File: src/rtl/kowq_pkg.sv
package kowq_pkg;

  localparam int unsigned CMD_W     = 3;
  localparam int unsigned STATUS_W  = 3;
  localparam int unsigned IN_NAME_W = 64;
  localparam int unsigned PHONE_W   = 16;
  localparam int unsigned RI_W      = 4;

  typedef enum logic [CMD_W-1:0] {
    CMD_APPEND   = 3'd0,
    CMD_POP      = 3'd1,
    CMD_SEARCH   = 3'd2,
    CMD_POSTPONE = 3'd3,
    CMD_CANCEL   = 3'd4,
    CMD_READ     = 3'd5
  } cmd_e;

  typedef enum logic [STATUS_W-1:0] {
    ST_OK        = 3'd0,
    ST_EMPTY     = 3'd1,
    ST_NOT_FOUND = 3'd2,
    ST_FULL      = 3'd3,
    ST_NO_MOVE   = 3'd4
  } status_e;

  // write data source
  typedef enum logic [1:0] {
    WSRC_INPUT,
    WSRC_RDATA,
    WSRC_HOLD
  } wsrc_e;

  // write address source
  typedef enum logic [1:0] {
    WA_COUNT,
    WA_PREV_M1,
    WA_MARK,
    WA_MARK1
  } waddr_e;

  // reported position
  typedef enum logic [1:0] {
    POS_NONE,
    POS_MARK1,
    POS_MARK2
  } pos_e;

  typedef struct packed {
    logic    load_in;
    logic    addr_zero;
    logic    addr_ri;
    logic    rd_issue;
    logic    capture;
    logic    wr_en;
    wsrc_e   wsrc;
    waddr_e  wa;
    logic    cnt_inc;
    logic    cnt_dec;
    logic    out_load;
    status_e res_status;
    pos_e    res_pos;
  } ctl_cmd_t;

  typedef struct packed {
    logic [CMD_W-1:0] cmd;
    logic             empty;
    logic             full;
    logic             lt2;
    logic             ri_ge_cnt;
    logic             hit;
    logic             rvalid;
    logic             at_lim;
    logic             at_cnt;
    logic             out_free;
  } ctl_sts_t;

endpackage

File: src/rtl/keyed_ordered_wait_queue.sv
// Channel  Dir  tdata (low bit up)                          tuser
// s_axis   in   entry_name 64, key_phone 16, read_index 4     cmd 3
// m_axis   out  out_name 64, out_phone 16, position, count    status 3
//
// One item at a time, N entries held. Search, pop, cancel and postpone scan the entry
// store one entry a cycle through its single read port, and pop and cancel then shift
// the entries down one entry a cycle through its single write port. Reset empties the
// queue; store contents are not cleared. A result waiting on m_axis holds the next
// item in its last cycle.
module keyed_ordered_wait_queue import kowq_pkg::*; #(
  parameter int unsigned DEPTH      = 16,
  parameter int unsigned NAME_BYTES = 8
) (
  input  logic                clk_i,
  input  logic                rst_ni,
  input  logic                s_axis_tvalid,
  output logic                s_axis_tready,
  // entry_name [63:0], key_phone [79:64], read_index [83:80], zero pad
  input  logic [((IN_NAME_W+PHONE_W+RI_W+7)/8)*8-1:0] s_axis_tdata,
  // cmd [2:0]
  input  logic [CMD_W-1:0]    s_axis_tuser,
  output logic                m_axis_tvalid,
  input  logic                m_axis_tready,
  // out_name [63:0], out_phone [79:64], position, entry_count, zero pad
  output logic [((IN_NAME_W+PHONE_W+2*$clog2(DEPTH+1)+7)/8)*8-1:0] m_axis_tdata,
  // status [2:0]
  output logic [STATUS_W-1:0] m_axis_tuser
);

  localparam int unsigned CNT_W    = $clog2(DEPTH + 1);
  localparam int unsigned OUT_W    = IN_NAME_W + PHONE_W + 2 * CNT_W;
  localparam int unsigned M_DATA_W = ((OUT_W + 7) / 8) * 8;

  ctl_cmd_t             cmd;
  ctl_sts_t             sts;
  logic [IN_NAME_W-1:0] out_name;
  logic [PHONE_W-1:0]   out_phone;
  logic [CNT_W-1:0]     out_pos;
  logic [CNT_W-1:0]     out_count;

  kowq_ctrl u_ctrl (
    .clk_i      (clk_i),
    .rst_ni     (rst_ni),
    .in_valid_i (s_axis_tvalid),
    .in_ready_o (s_axis_tready),
    .sts_i      (sts),
    .cmd_o      (cmd)
  );

  kowq_dpath #(
    .DEPTH      (DEPTH),
    .NAME_BYTES (NAME_BYTES)
  ) u_dpath (
    .clk_i        (clk_i),
    .rst_ni       (rst_ni),
    .cmd_i        (cmd),
    .sts_o        (sts),
    .in_cmd_i     (s_axis_tuser),
    .in_name_i    (s_axis_tdata[IN_NAME_W-1:0]),
    .in_phone_i   (s_axis_tdata[IN_NAME_W+PHONE_W-1:IN_NAME_W]),
    .in_ri_i      (s_axis_tdata[IN_NAME_W+PHONE_W+RI_W-1:IN_NAME_W+PHONE_W]),
    .out_ready_i  (m_axis_tready),
    .out_valid_o  (m_axis_tvalid),
    .out_status_o (m_axis_tuser),
    .out_name_o   (out_name),
    .out_phone_o  (out_phone),
    .out_pos_o    (out_pos),
    .out_count_o  (out_count)
  );

  assign m_axis_tdata = M_DATA_W'({out_count, out_pos, out_phone, out_name});

  // one item in flight: no accept right after an accept
  assert property (@(posedge clk_i) disable iff (!rst_ni)
    (s_axis_tvalid && s_axis_tready) |=> !s_axis_tready)
    else $error("second beat accepted while an item is in progress");

  assert property (@(posedge clk_i) disable iff (!rst_ni)
    m_axis_tvalid |-> (out_count <= CNT_W'(DEPTH)))
    else $error("entry count above capacity");

  // a refused command reports no entry
  assert property (@(posedge clk_i) disable iff (!rst_ni)
    (m_axis_tvalid && (m_axis_tuser != ST_OK)) |->
      ((out_pos == '0) && (out_name == '0) && (out_phone == '0)))
    else $error("entry reported with a failing status");

  assert property (@(posedge clk_i) disable iff (!rst_ni)
    m_axis_tvalid |-> ((CNT_W+1)'(out_pos) <= (CNT_W+1)'(out_count) + (CNT_W+1)'(1)))
    else $error("position beyond the queue");

endmodule

File: src/rtl/kowq_ram.sv
module kowq_ram #(
  parameter int unsigned WIDTH = 80,
  parameter int unsigned DEPTH = 16
) (
  input  logic                     clk_i,
  input  logic                     we_i,
  input  logic [$clog2(DEPTH)-1:0] waddr_i,
  input  logic [WIDTH-1:0]         wdata_i,
  input  logic                     re_i,
  input  logic [$clog2(DEPTH)-1:0] raddr_i,
  output logic [WIDTH-1:0]         rdata_o
);

  logic [WIDTH-1:0] mem_q [DEPTH];
  logic [WIDTH-1:0] rdata_q;

  always_ff @(posedge clk_i) begin
    if (we_i) begin
      mem_q[waddr_i] <= wdata_i;
    end
    if (re_i) begin
      rdata_q <= mem_q[raddr_i];
    end
  end

  assign rdata_o = rdata_q;

endmodule

File: src/rtl/kowq_ctrl.sv
module kowq_ctrl import kowq_pkg::*; (
  input  logic     clk_i,
  input  logic     rst_ni,
  input  logic     in_valid_i,
  output logic     in_ready_o,
  input  ctl_sts_t sts_i,
  output ctl_cmd_t cmd_o
);

  typedef enum logic [3:0] {
    S_IDLE,
    S_DECODE,
    S_SCAN,
    S_SHIFT,
    S_SWAP_RD,
    S_SWAP_W0,
    S_SWAP_W1,
    S_FETCH0,
    S_FETCH1,
    S_RESP
  } state_e;

  state_e  state_q, state_d;
  status_e status_q, status_d;
  pos_e    pos_q, pos_d;

  always_comb begin
    state_d  = state_q;
    status_d = status_q;
    pos_d    = pos_q;

    cmd_o.load_in    = 1'b0;
    cmd_o.addr_zero  = 1'b0;
    cmd_o.addr_ri    = 1'b0;
    cmd_o.rd_issue   = 1'b0;
    cmd_o.capture    = 1'b0;
    cmd_o.wr_en      = 1'b0;
    cmd_o.wsrc       = WSRC_RDATA;
    cmd_o.wa         = WA_PREV_M1;
    cmd_o.cnt_inc    = 1'b0;
    cmd_o.cnt_dec    = 1'b0;
    cmd_o.out_load   = 1'b0;
    cmd_o.res_status = status_q;
    cmd_o.res_pos    = pos_q;

    case (state_q)
      S_IDLE: begin
        if (in_valid_i) begin
          cmd_o.load_in = 1'b1;
          state_d       = S_DECODE;
        end
      end

      S_DECODE: begin
        status_d = ST_OK;
        pos_d    = POS_NONE;
        state_d  = S_RESP;
        case (sts_i.cmd)
          CMD_APPEND: begin
            if (sts_i.full) begin
              status_d = ST_FULL;
            end else begin
              cmd_o.wr_en   = 1'b1;
              cmd_o.wsrc    = WSRC_INPUT;
              cmd_o.wa      = WA_COUNT;
              cmd_o.cnt_inc = 1'b1;
            end
          end
          CMD_POP, CMD_SEARCH, CMD_CANCEL: begin
            if (sts_i.empty) begin
              status_d = ST_EMPTY;
            end else begin
              cmd_o.addr_zero = 1'b1;
              state_d         = S_SCAN;
            end
          end
          CMD_POSTPONE: begin
            if (sts_i.lt2) begin
              status_d = ST_NO_MOVE;
            end else begin
              cmd_o.addr_zero = 1'b1;
              state_d         = S_SCAN;
            end
          end
          CMD_READ: begin
            if (sts_i.empty) begin
              status_d = ST_EMPTY;
            end else if (sts_i.ri_ge_cnt) begin
              status_d = ST_NOT_FOUND;
            end else begin
              cmd_o.addr_ri = 1'b1;
              state_d       = S_FETCH0;
            end
          end
          default: begin
            state_d = S_RESP;
          end
        endcase
      end

      // one read issued per cycle, each compared in the cycle after its issue
      S_SCAN: begin
        if (sts_i.hit) begin
          cmd_o.capture = 1'b1;
          status_d      = ST_OK;
          pos_d         = POS_MARK1;
          if (sts_i.cmd == CMD_POSTPONE) begin
            state_d = S_SWAP_RD;
          end else if (sts_i.cmd inside {CMD_POP, CMD_CANCEL}) begin
            state_d = S_SHIFT;
          end else begin
            state_d = S_RESP;
          end
        end else if (sts_i.at_lim) begin
          status_d = ST_NOT_FOUND;
          pos_d    = POS_NONE;
          state_d  = S_RESP;
        end else begin
          cmd_o.rd_issue = 1'b1;
        end
      end

      // close the gap: read one ahead, write it back one place lower
      S_SHIFT: begin
        cmd_o.wr_en = sts_i.rvalid;
        cmd_o.wsrc  = WSRC_RDATA;
        cmd_o.wa    = WA_PREV_M1;
        if (sts_i.at_cnt) begin
          cmd_o.cnt_dec = 1'b1;
          state_d       = S_RESP;
        end else begin
          cmd_o.rd_issue = 1'b1;
        end
      end

      S_SWAP_RD: begin
        cmd_o.rd_issue = 1'b1;
        state_d        = S_SWAP_W0;
      end

      S_SWAP_W0: begin
        cmd_o.wr_en = 1'b1;
        cmd_o.wsrc  = WSRC_RDATA;
        cmd_o.wa    = WA_MARK;
        state_d     = S_SWAP_W1;
      end

      S_SWAP_W1: begin
        cmd_o.wr_en = 1'b1;
        cmd_o.wsrc  = WSRC_HOLD;
        cmd_o.wa    = WA_MARK1;
        pos_d       = POS_MARK2;
        state_d     = S_RESP;
      end

      S_FETCH0: begin
        cmd_o.rd_issue = 1'b1;
        state_d        = S_FETCH1;
      end

      S_FETCH1: begin
        cmd_o.capture = 1'b1;
        status_d      = ST_OK;
        pos_d         = POS_MARK1;
        state_d       = S_RESP;
      end

      S_RESP: begin
        if (sts_i.out_free) begin
          cmd_o.out_load = 1'b1;
          state_d        = S_IDLE;
        end
      end

      default: begin
        state_d = S_IDLE;
      end
    endcase
  end

  always_ff @(posedge clk_i or negedge rst_ni) begin
    if (!rst_ni) begin
      state_q  <= S_IDLE;
      status_q <= ST_OK;
      pos_q    <= POS_NONE;
    end else begin
      state_q  <= state_d;
      status_q <= status_d;
      pos_q    <= pos_d;
    end
  end

  assign in_ready_o = (state_q == S_IDLE);

endmodule

File: src/rtl/kowq_dpath.sv
module kowq_dpath import kowq_pkg::*; #(
  parameter int unsigned DEPTH      = 16,
  parameter int unsigned NAME_BYTES = 8
) (
  input  logic                           clk_i,
  input  logic                           rst_ni,
  input  ctl_cmd_t                       cmd_i,
  output ctl_sts_t                       sts_o,
  input  logic [CMD_W-1:0]               in_cmd_i,
  input  logic [IN_NAME_W-1:0]           in_name_i,
  input  logic [PHONE_W-1:0]             in_phone_i,
  input  logic [RI_W-1:0]                in_ri_i,
  input  logic                           out_ready_i,
  output logic                           out_valid_o,
  output logic [STATUS_W-1:0]            out_status_o,
  output logic [IN_NAME_W-1:0]           out_name_o,
  output logic [PHONE_W-1:0]             out_phone_o,
  output logic [$clog2(DEPTH+1)-1:0]     out_pos_o,
  output logic [$clog2(DEPTH+1)-1:0]     out_count_o
);

  localparam int unsigned NAME_W = 8 * NAME_BYTES;
  localparam int unsigned AW     = $clog2(DEPTH);
  localparam int unsigned CNT_W  = $clog2(DEPTH + 1);
  localparam int unsigned ENT_W  = NAME_W + PHONE_W;
  localparam int unsigned CMP_W  = CNT_W + RI_W;

  logic [CMD_W-1:0]     cmd_q;
  logic [NAME_W-1:0]    name_q;
  logic [PHONE_W-1:0]   phone_q;
  logic [RI_W-1:0]      ri_q;
  logic [CNT_W-1:0]     cnt_q, cnt_d;
  logic [CNT_W-1:0]     addr_q, addr_d;
  logic [AW-1:0]        prev_q;
  logic                 rvalid_q;
  logic [AW-1:0]        mark_q;
  logic [NAME_W-1:0]    hold_name_q;
  logic [PHONE_W-1:0]   hold_phone_q;

  logic                 ovalid_q;
  logic [STATUS_W-1:0]  ostatus_q;
  logic [IN_NAME_W-1:0] oname_q;
  logic [PHONE_W-1:0]   ophone_q;
  logic [CNT_W-1:0]     opos_q, opos_d;
  logic [CNT_W-1:0]     ocnt_q;

  logic [ENT_W-1:0]     rdata;
  logic [NAME_W-1:0]    rd_name;
  logic [PHONE_W-1:0]   rd_phone;
  logic [ENT_W-1:0]     wdata;
  logic [AW-1:0]        waddr;
  logic [CNT_W-1:0]     lim;
  logic                 match;

  assign rd_name  = rdata[ENT_W-1:PHONE_W];
  assign rd_phone = rdata[PHONE_W-1:0];

  always_comb begin
    case (cmd_i.wsrc)
      WSRC_INPUT: wdata = {name_q, phone_q};
      WSRC_HOLD:  wdata = {hold_name_q, hold_phone_q};
      default:    wdata = rdata;
    endcase
  end

  always_comb begin
    case (cmd_i.wa)
      WA_COUNT: waddr = cnt_q[AW-1:0];
      WA_MARK:  waddr = mark_q;
      WA_MARK1: waddr = AW'(mark_q + AW'(1));
      default:  waddr = AW'(prev_q - AW'(1));
    endcase
  end

  kowq_ram #(
    .WIDTH (ENT_W),
    .DEPTH (DEPTH)
  ) u_store (
    .clk_i   (clk_i),
    .we_i    (cmd_i.wr_en),
    .waddr_i (waddr),
    .wdata_i (wdata),
    .re_i    (cmd_i.rd_issue),
    .raddr_i (addr_q[AW-1:0]),
    .rdata_o (rdata)
  );

  always_comb begin
    case (cmd_q)
      CMD_POP:                match = 1'b1;
      CMD_SEARCH, CMD_CANCEL: match = (rd_phone == phone_q);
      CMD_POSTPONE:           match = (rd_name == name_q);
      default:                match = 1'b0;
    endcase
  end

  // postpone never picks the last entry
  assign lim = (cmd_q == CMD_POSTPONE) ? CNT_W'(cnt_q - CNT_W'(1)) : cnt_q;

  assign sts_o.cmd       = cmd_q;
  assign sts_o.empty     = (cnt_q == '0);
  assign sts_o.full      = (cnt_q >= CNT_W'(DEPTH));
  assign sts_o.lt2       = (cnt_q < CNT_W'(2));
  assign sts_o.ri_ge_cnt = (CMP_W'(ri_q) >= CMP_W'(cnt_q));
  assign sts_o.hit       = rvalid_q && match;
  assign sts_o.rvalid    = rvalid_q;
  assign sts_o.at_lim    = (addr_q >= lim);
  assign sts_o.at_cnt    = (addr_q >= cnt_q);
  assign sts_o.out_free  = !ovalid_q || out_ready_i;

  always_comb begin
    addr_d = addr_q;
    if (cmd_i.capture) begin
      addr_d = CNT_W'(prev_q) + CNT_W'(1);
    end else if (cmd_i.addr_zero) begin
      addr_d = '0;
    end else if (cmd_i.addr_ri) begin
      addr_d = CNT_W'(ri_q);
    end else if (cmd_i.rd_issue) begin
      addr_d = addr_q + CNT_W'(1);
    end
  end

  always_comb begin
    cnt_d = cnt_q;
    if (cmd_i.cnt_inc) begin
      cnt_d = cnt_q + CNT_W'(1);
    end else if (cmd_i.cnt_dec) begin
      cnt_d = cnt_q - CNT_W'(1);
    end
  end

  always_comb begin
    case (cmd_i.res_pos)
      POS_MARK1: opos_d = CNT_W'(mark_q) + CNT_W'(1);
      POS_MARK2: opos_d = CNT_W'(mark_q) + CNT_W'(2);
      default:   opos_d = '0;
    endcase
  end

  always_ff @(posedge clk_i or negedge rst_ni) begin
    if (!rst_ni) begin
      cnt_q    <= '0;
      rvalid_q <= 1'b0;
      ovalid_q <= 1'b0;
    end else begin
      cnt_q    <= cnt_d;
      rvalid_q <= cmd_i.rd_issue;
      if (cmd_i.out_load) begin
        ovalid_q <= 1'b1;
      end else if (out_ready_i) begin
        ovalid_q <= 1'b0;
      end
    end
  end

  always_ff @(posedge clk_i) begin
    if (cmd_i.load_in) begin
      cmd_q   <= in_cmd_i;
      name_q  <= in_name_i[NAME_W-1:0];
      phone_q <= in_phone_i;
      ri_q    <= in_ri_i;
    end
    addr_q <= addr_d;
    if (cmd_i.rd_issue) begin
      prev_q <= addr_q[AW-1:0];
    end
    if (cmd_i.capture) begin
      mark_q       <= prev_q;
      hold_name_q  <= rd_name;
      hold_phone_q <= rd_phone;
    end
    if (cmd_i.out_load) begin
      ostatus_q <= cmd_i.res_status;
      opos_q    <= opos_d;
      ocnt_q    <= cnt_q;
      if (cmd_i.res_pos == POS_NONE) begin
        oname_q  <= '0;
        ophone_q <= '0;
      end else begin
        oname_q  <= IN_NAME_W'(hold_name_q);
        ophone_q <= hold_phone_q;
      end
    end
  end

  assign out_valid_o  = ovalid_q;
  assign out_status_o = ostatus_q;
  assign out_name_o   = oname_q;
  assign out_phone_o  = ophone_q;
  assign out_pos_o    = opos_q;
  assign out_count_o  = ocnt_q;

endmodule
File: config.mk
export PLATFORM = sky130hd
export DESIGN_NAME = keyed_ordered_wait_queue
export DESIGN_NICKNAME = d
export VERILOG_FILES = /design/src/rtl/kowq_pkg.sv /design/src/rtl/keyed_ordered_wait_queue.sv /design/src/rtl/kowq_ram.sv /design/src/rtl/kowq_ctrl.sv /design/src/rtl/kowq_dpath.sv
export SDC_FILE = /design/constraint.sdc
export NUM_CORES = 2
export LEC_CHECK = 0
export ABC_CLOCK_PERIOD_IN_PS = 6600
export BUFFER_PORTS_ARGS = -buffer_cell sky130_fd_sc_hd__buf_2
export CAP_MARGIN = 20
export CORE_MARGIN = 2
export CORE_UTILIZATION = 50
export CTS_BUF_LIST = sky130_fd_sc_hd__clkbuf_8
export DETAILED_ROUTE_END_ITERATION = 12
export PLACE_DENSITY = 0.66
export SYNTH_ARGS = -nofsm -noshare
export SYNTH_HDL_FRONTEND = slang
export SYNTH_SLANG_ARGS = --single-unit
File: constraint.sdc
create_clock -name clk_i -period 6.6 [get_ports clk_i]
set_input_delay 1.32 -clock clk_i [delete_from_list [all_inputs] [get_ports clk_i]]
set_output_delay 1.32 -clock clk_i [all_outputs]
set_load 0.005 [all_outputs]
==> key figures <==
Status
  – Status: completed

Drt
  – Pre-Repair DR Iteration Count: 8
  – Antenna-violating nets left: 0
  – DR DRC count: 0
  – Final wirelength: 156000 um
  – Via/cell ratio: 6.214
  – Vias: 31160
  – 1st-iter DRT viols: 4377
  – WL/cell: 31.11 um

Placement
  – Placed Cells incl. Taps: 4563
  – PortBufs: 185
  – Hpwl dp: about 81000 um
  – Gp weighted congestion: 0.8366

Yosys
  – Yosys top cell by area: edfxtp_1
  – Main flop type after synthesis: edfxtp_1
  – Commonest cells post-synth: 1633 x edfxtp_1, 400 x mux4_2, 97 x inv_1, 86 x nor2b_1, 84 x xnor2_1
  – Synthesized flop and latch total: 1649
  – Sequential area share after synthesis: 77.91%
  – Count of different cell masters after synthesis: 68
  – Syn. warnings: 0
  – Mapped Area: about 0.063 mm^2
  – Fraction of registers with async set/reset: less than 1%
  – Cells after Synth: about 2800
  – Avg Cell Area, Syn: 22.56 um^2
  – Count leader, synth: edfxtp_1
  – Top post-synthesis cells by area: edfxtp_1 77%, mux4_2 14%, a222oi_1 1.3%, xnor2_1 1.2%, nor2b_1 0.85%
  – Top-area cell type share of the netlist area: between 70% and 80%
  – EDFF count, synth: 1633

STA
  – Final setup viols: 0
  – RSZ-0062 raised after global routing: false
  – Max Clk Rate: between 200 and 250 MHz
  – Max Slew Vio Count: 0
  – Hold_ws: 0.2507 ns
  – Slew at the pin closest to its max-slew limit: approximately 1.2 ns
  – Period utilization: 71.19%
  – Max_slew headroom: between 20 and 25%
  – Minimum clock period: 4.699 ns
  – Final Skew: roughly 0.084 ns
  – TNS Setup: 0 ns
  – Final hold violation count: 0

Global route
  – Initial antenna violation count: 5
  – Grt met1 use: 33.17%
  – Met3 usage: 5.675%
  – Gr busiest metal: met2
  – Largest net degree at the start of global routing: 139
  – Vias in the first global route: 32310
  – Met2 GRT Util: 38.64%
  – First-pass GRT wire length: 223800 um
  – Overall Global Routing Usage: 24.04%
  – Overflow after GRT: 0

Clocking
  – Worst-Skew Late Latency: 1.00 ns
  – Hold_buf cts: 0
  – Clk sinks: 1649
  – CTS tree: done
  – Post-cts resize count: 0
  – H-Tree Depth: 5
  – Clock-pin slew on the worst setup and hold paths: about 0.070 ns
  – Maximum clock insertion buffer count: 4
  – Clk root buf: clkbuf_8
  – CTS Buf Count: 278
  – Post-CTS setup buffers: 0

Die
  – Cell Rows: 130
  – IO Count: between 150 and 200
  – Die height: 360.2 um
  – CORE AREA: 0.1257 mm^2
  – Die X: 360.2 um
  – DIE AREA: 0.1298 mm^2
  – Initial Util: 50.47%

Power and ir drop
  – Sw Ratio: 29.72%
  – Pleak: 23.01 nW
  – Comb power frac: about a quarter
  – Int Pwr: about 21 mW
  – Clk network pwr share: 26.2%
  – Power per cell area: 421.8 mW/mm^2
  – VDD IR max: between 0.0004 and 0.0005 V
  – Sequential power share: 47.5%
  – Sw Pwr: a little under 9 mW

Worst setup path
  – CP Class: reg2reg
  – Crit. End Element: flop
  – R2r endpoint: u_dpath.u_store.mem_q[3][79]$_DFFE_PP_
  – Worst r2r src: u_ctrl.state_q[2]$_DFFE_PN0P_
  – Worst setup SP type: flop
  – Crit path buffers/inverters: 2
  – Critical path data required time: 7.17 ns
  – FF-to-FF path depth: 8
  – CP cell instances: nor4b_2 -> and2_4 -> a222oi_1 -> mux2_2 -> inv_2 -> nand2b_1 -> nor2_4 -> buf_4
  – Slowest CP cell: nor2_4
  – Top delay family on crit path: simple AND/OR/NAND/NOR gates
  – Crit-path max FO: 52
  – Critical Path AT: about 5.3 ns
  – Worst stage delay on the critical path: 0.81 ns
  – R2R setup slack: 1.90 ns

Cells and area
  – Layout cell share with drive strength beyond 1: between 20% and 30%
  – # nets final: about 3300
  – Area delta synth->final: 12.32%
  – Non-Filler Instances: between 5000 and 6000
  – Filler instances: 9116
  – Reg area: ~0.05 mm^2
  – Multi-input gate area: 0.01316 mm^2
  – Layout Utilization: 56.68%

Hold path
  – Min-delay worst type: in2async

Run
  – Max Cap Viol: 0
cell type report:
| type | instances | share of cell area [%] |
|---|---|---|
| Multi-Input combinational cell | 926 | 18.47 |
| Inverter | 98 | 0.5197 |
| Tap cell | 1650 | 2.897 |
| Antenna cell | 2 | 0.007022 |
| Clock buffer | 283 | 5.465 |
| Sequential cell | 1649 | 69.37 |
| Timing Repair Buffer | 243 | 2.282 |
| Clock inverter | 163 | 0.9919 |
state kept, by name, indices dropped and copies added, names as in the netlist, 4 cells and up:
| name | cells |
|---|---|
| u_dpath.prev_q | 4 |
| u_dpath.u_store.rdata_o | 80 |
| u_dpath.mark_q | 4 |
| u_dpath.cnt_q | 5 |
| u_dpath.out_phone_o | 16 |
| u_dpath.ri_q | 4 |
| u_dpath.out_pos_o | 5 |
| u_ctrl.state_q | 4 |
| u_dpath.hold_name_q | 64 |
| u_dpath.addr_q | 5 |
| u_dpath.out_name_o | 64 |
| u_dpath.name_q | 64 |
| u_dpath.phone_q | 16 |
| u_dpath.hold_phone_q | 16 |
| u_dpath.u_store.mem_q | 1280 |
| u_dpath.out_count_o | 5 |
layer usage:
metal	vias to the layer above	part of all wire [%]
met1	16630	39
met3	244	9.1
met5	-	0.0090
met4	2	2.3
met2	1692	49
li1	12590	-
how the worst max path moves through the flow:
stage | startpoint | end | slack, ns | cells past startpoint
floorplan | u_dpath.cmd_q[0]$_DFFE_PP_ | u_dpath.u_store.mem_q[7][0]$_DFFE_PP_ | 1.05 | 9
global placement | u_ctrl.state_q[2]$_DFFE_PN0P_ | u_dpath.u_store.mem_q[3][27]$_DFFE_PP_ | 2.09 | 8
detailed placement | u_ctrl.state_q[2]$_DFFE_PN0P_ | u_dpath.u_store.mem_q[3][27]$_DFFE_PP_ | 1.98 | 8
CTS | u_ctrl.state_q[2]$_DFFE_PN0P_ | u_dpath.u_store.mem_q[3][79]$_DFFE_PP_ | 1.91 | 8
global route | u_ctrl.state_q[2]$_DFFE_PN0P_ | u_dpath.u_store.mem_q[3][79]$_DFFE_PP_ | 1.73 | 8
finish | u_ctrl.state_q[2]$_DFFE_PN0P_ | u_dpath.u_store.mem_q[3][79]$_DFFE_PP_ | 1.90 | 8
cells by family (layout without fill, tap and decap cells):
kind of cell / count (synthesis) / count (layout) / share of synthesized area [%]
mux: 410 / 410 / 14.36
flops: 1649 / 1649 / 77.91
simple gates: 231 / 231 / 2.112
compound gates: 157 / 157 / 2.138
buf+inv: 242 / 787 / 1.643
fa+ha+maj: 24 / 24 / 0.4733
other cells: 1 / 8 / 0.005910
xor+xnor: 98 / 98 / 1.353
cell usage in the layout, fill, tap and decap left out, types with 14 or more instances in the layout:
cell type and instances:
xor2_1 14, xnor2_1 84, clkbuf_8 283, mux4_2 400, a222oi_1 82, buf_4 38, nand2_1 24, nand3_1 14
clkinv_1 60, edfxtp_1 1633, clkinv_2 17, buf_2 185, ha_1 23, nand4_1 19, buf_12 18, nor2_4 17
inv_1 175, dfrtp_1 16, nor2b_1 86, nand2b_1 14
power by group through the flow:
stage	logic [mW]	registers (mW)	clock network (mW)
floorplan	5.63	14.3	0
global placement	7.71	14.4	0
detailed placement	7.94	14.5	0
CTS	7.97	14.3	8.03
global route	8.45	14.3	8.50
finish	7.92	14.3	7.87
per-stage QoR:
stage / total power, mW / instance area [um^2] / setup WS, ns
after floorplan: 19.90 / 63470 / 1.048
final: 30.06 / 71270 / 1.901
after CTS: 30.26 / 71190 / 1.915
after detailed placement: 22.40 / 66590 / 1.977
after global routing: 31.29 / 71270 / 1.733
after global placement: 22.12 / 66590 / 2.095
(Power assumes the default switching activity.)
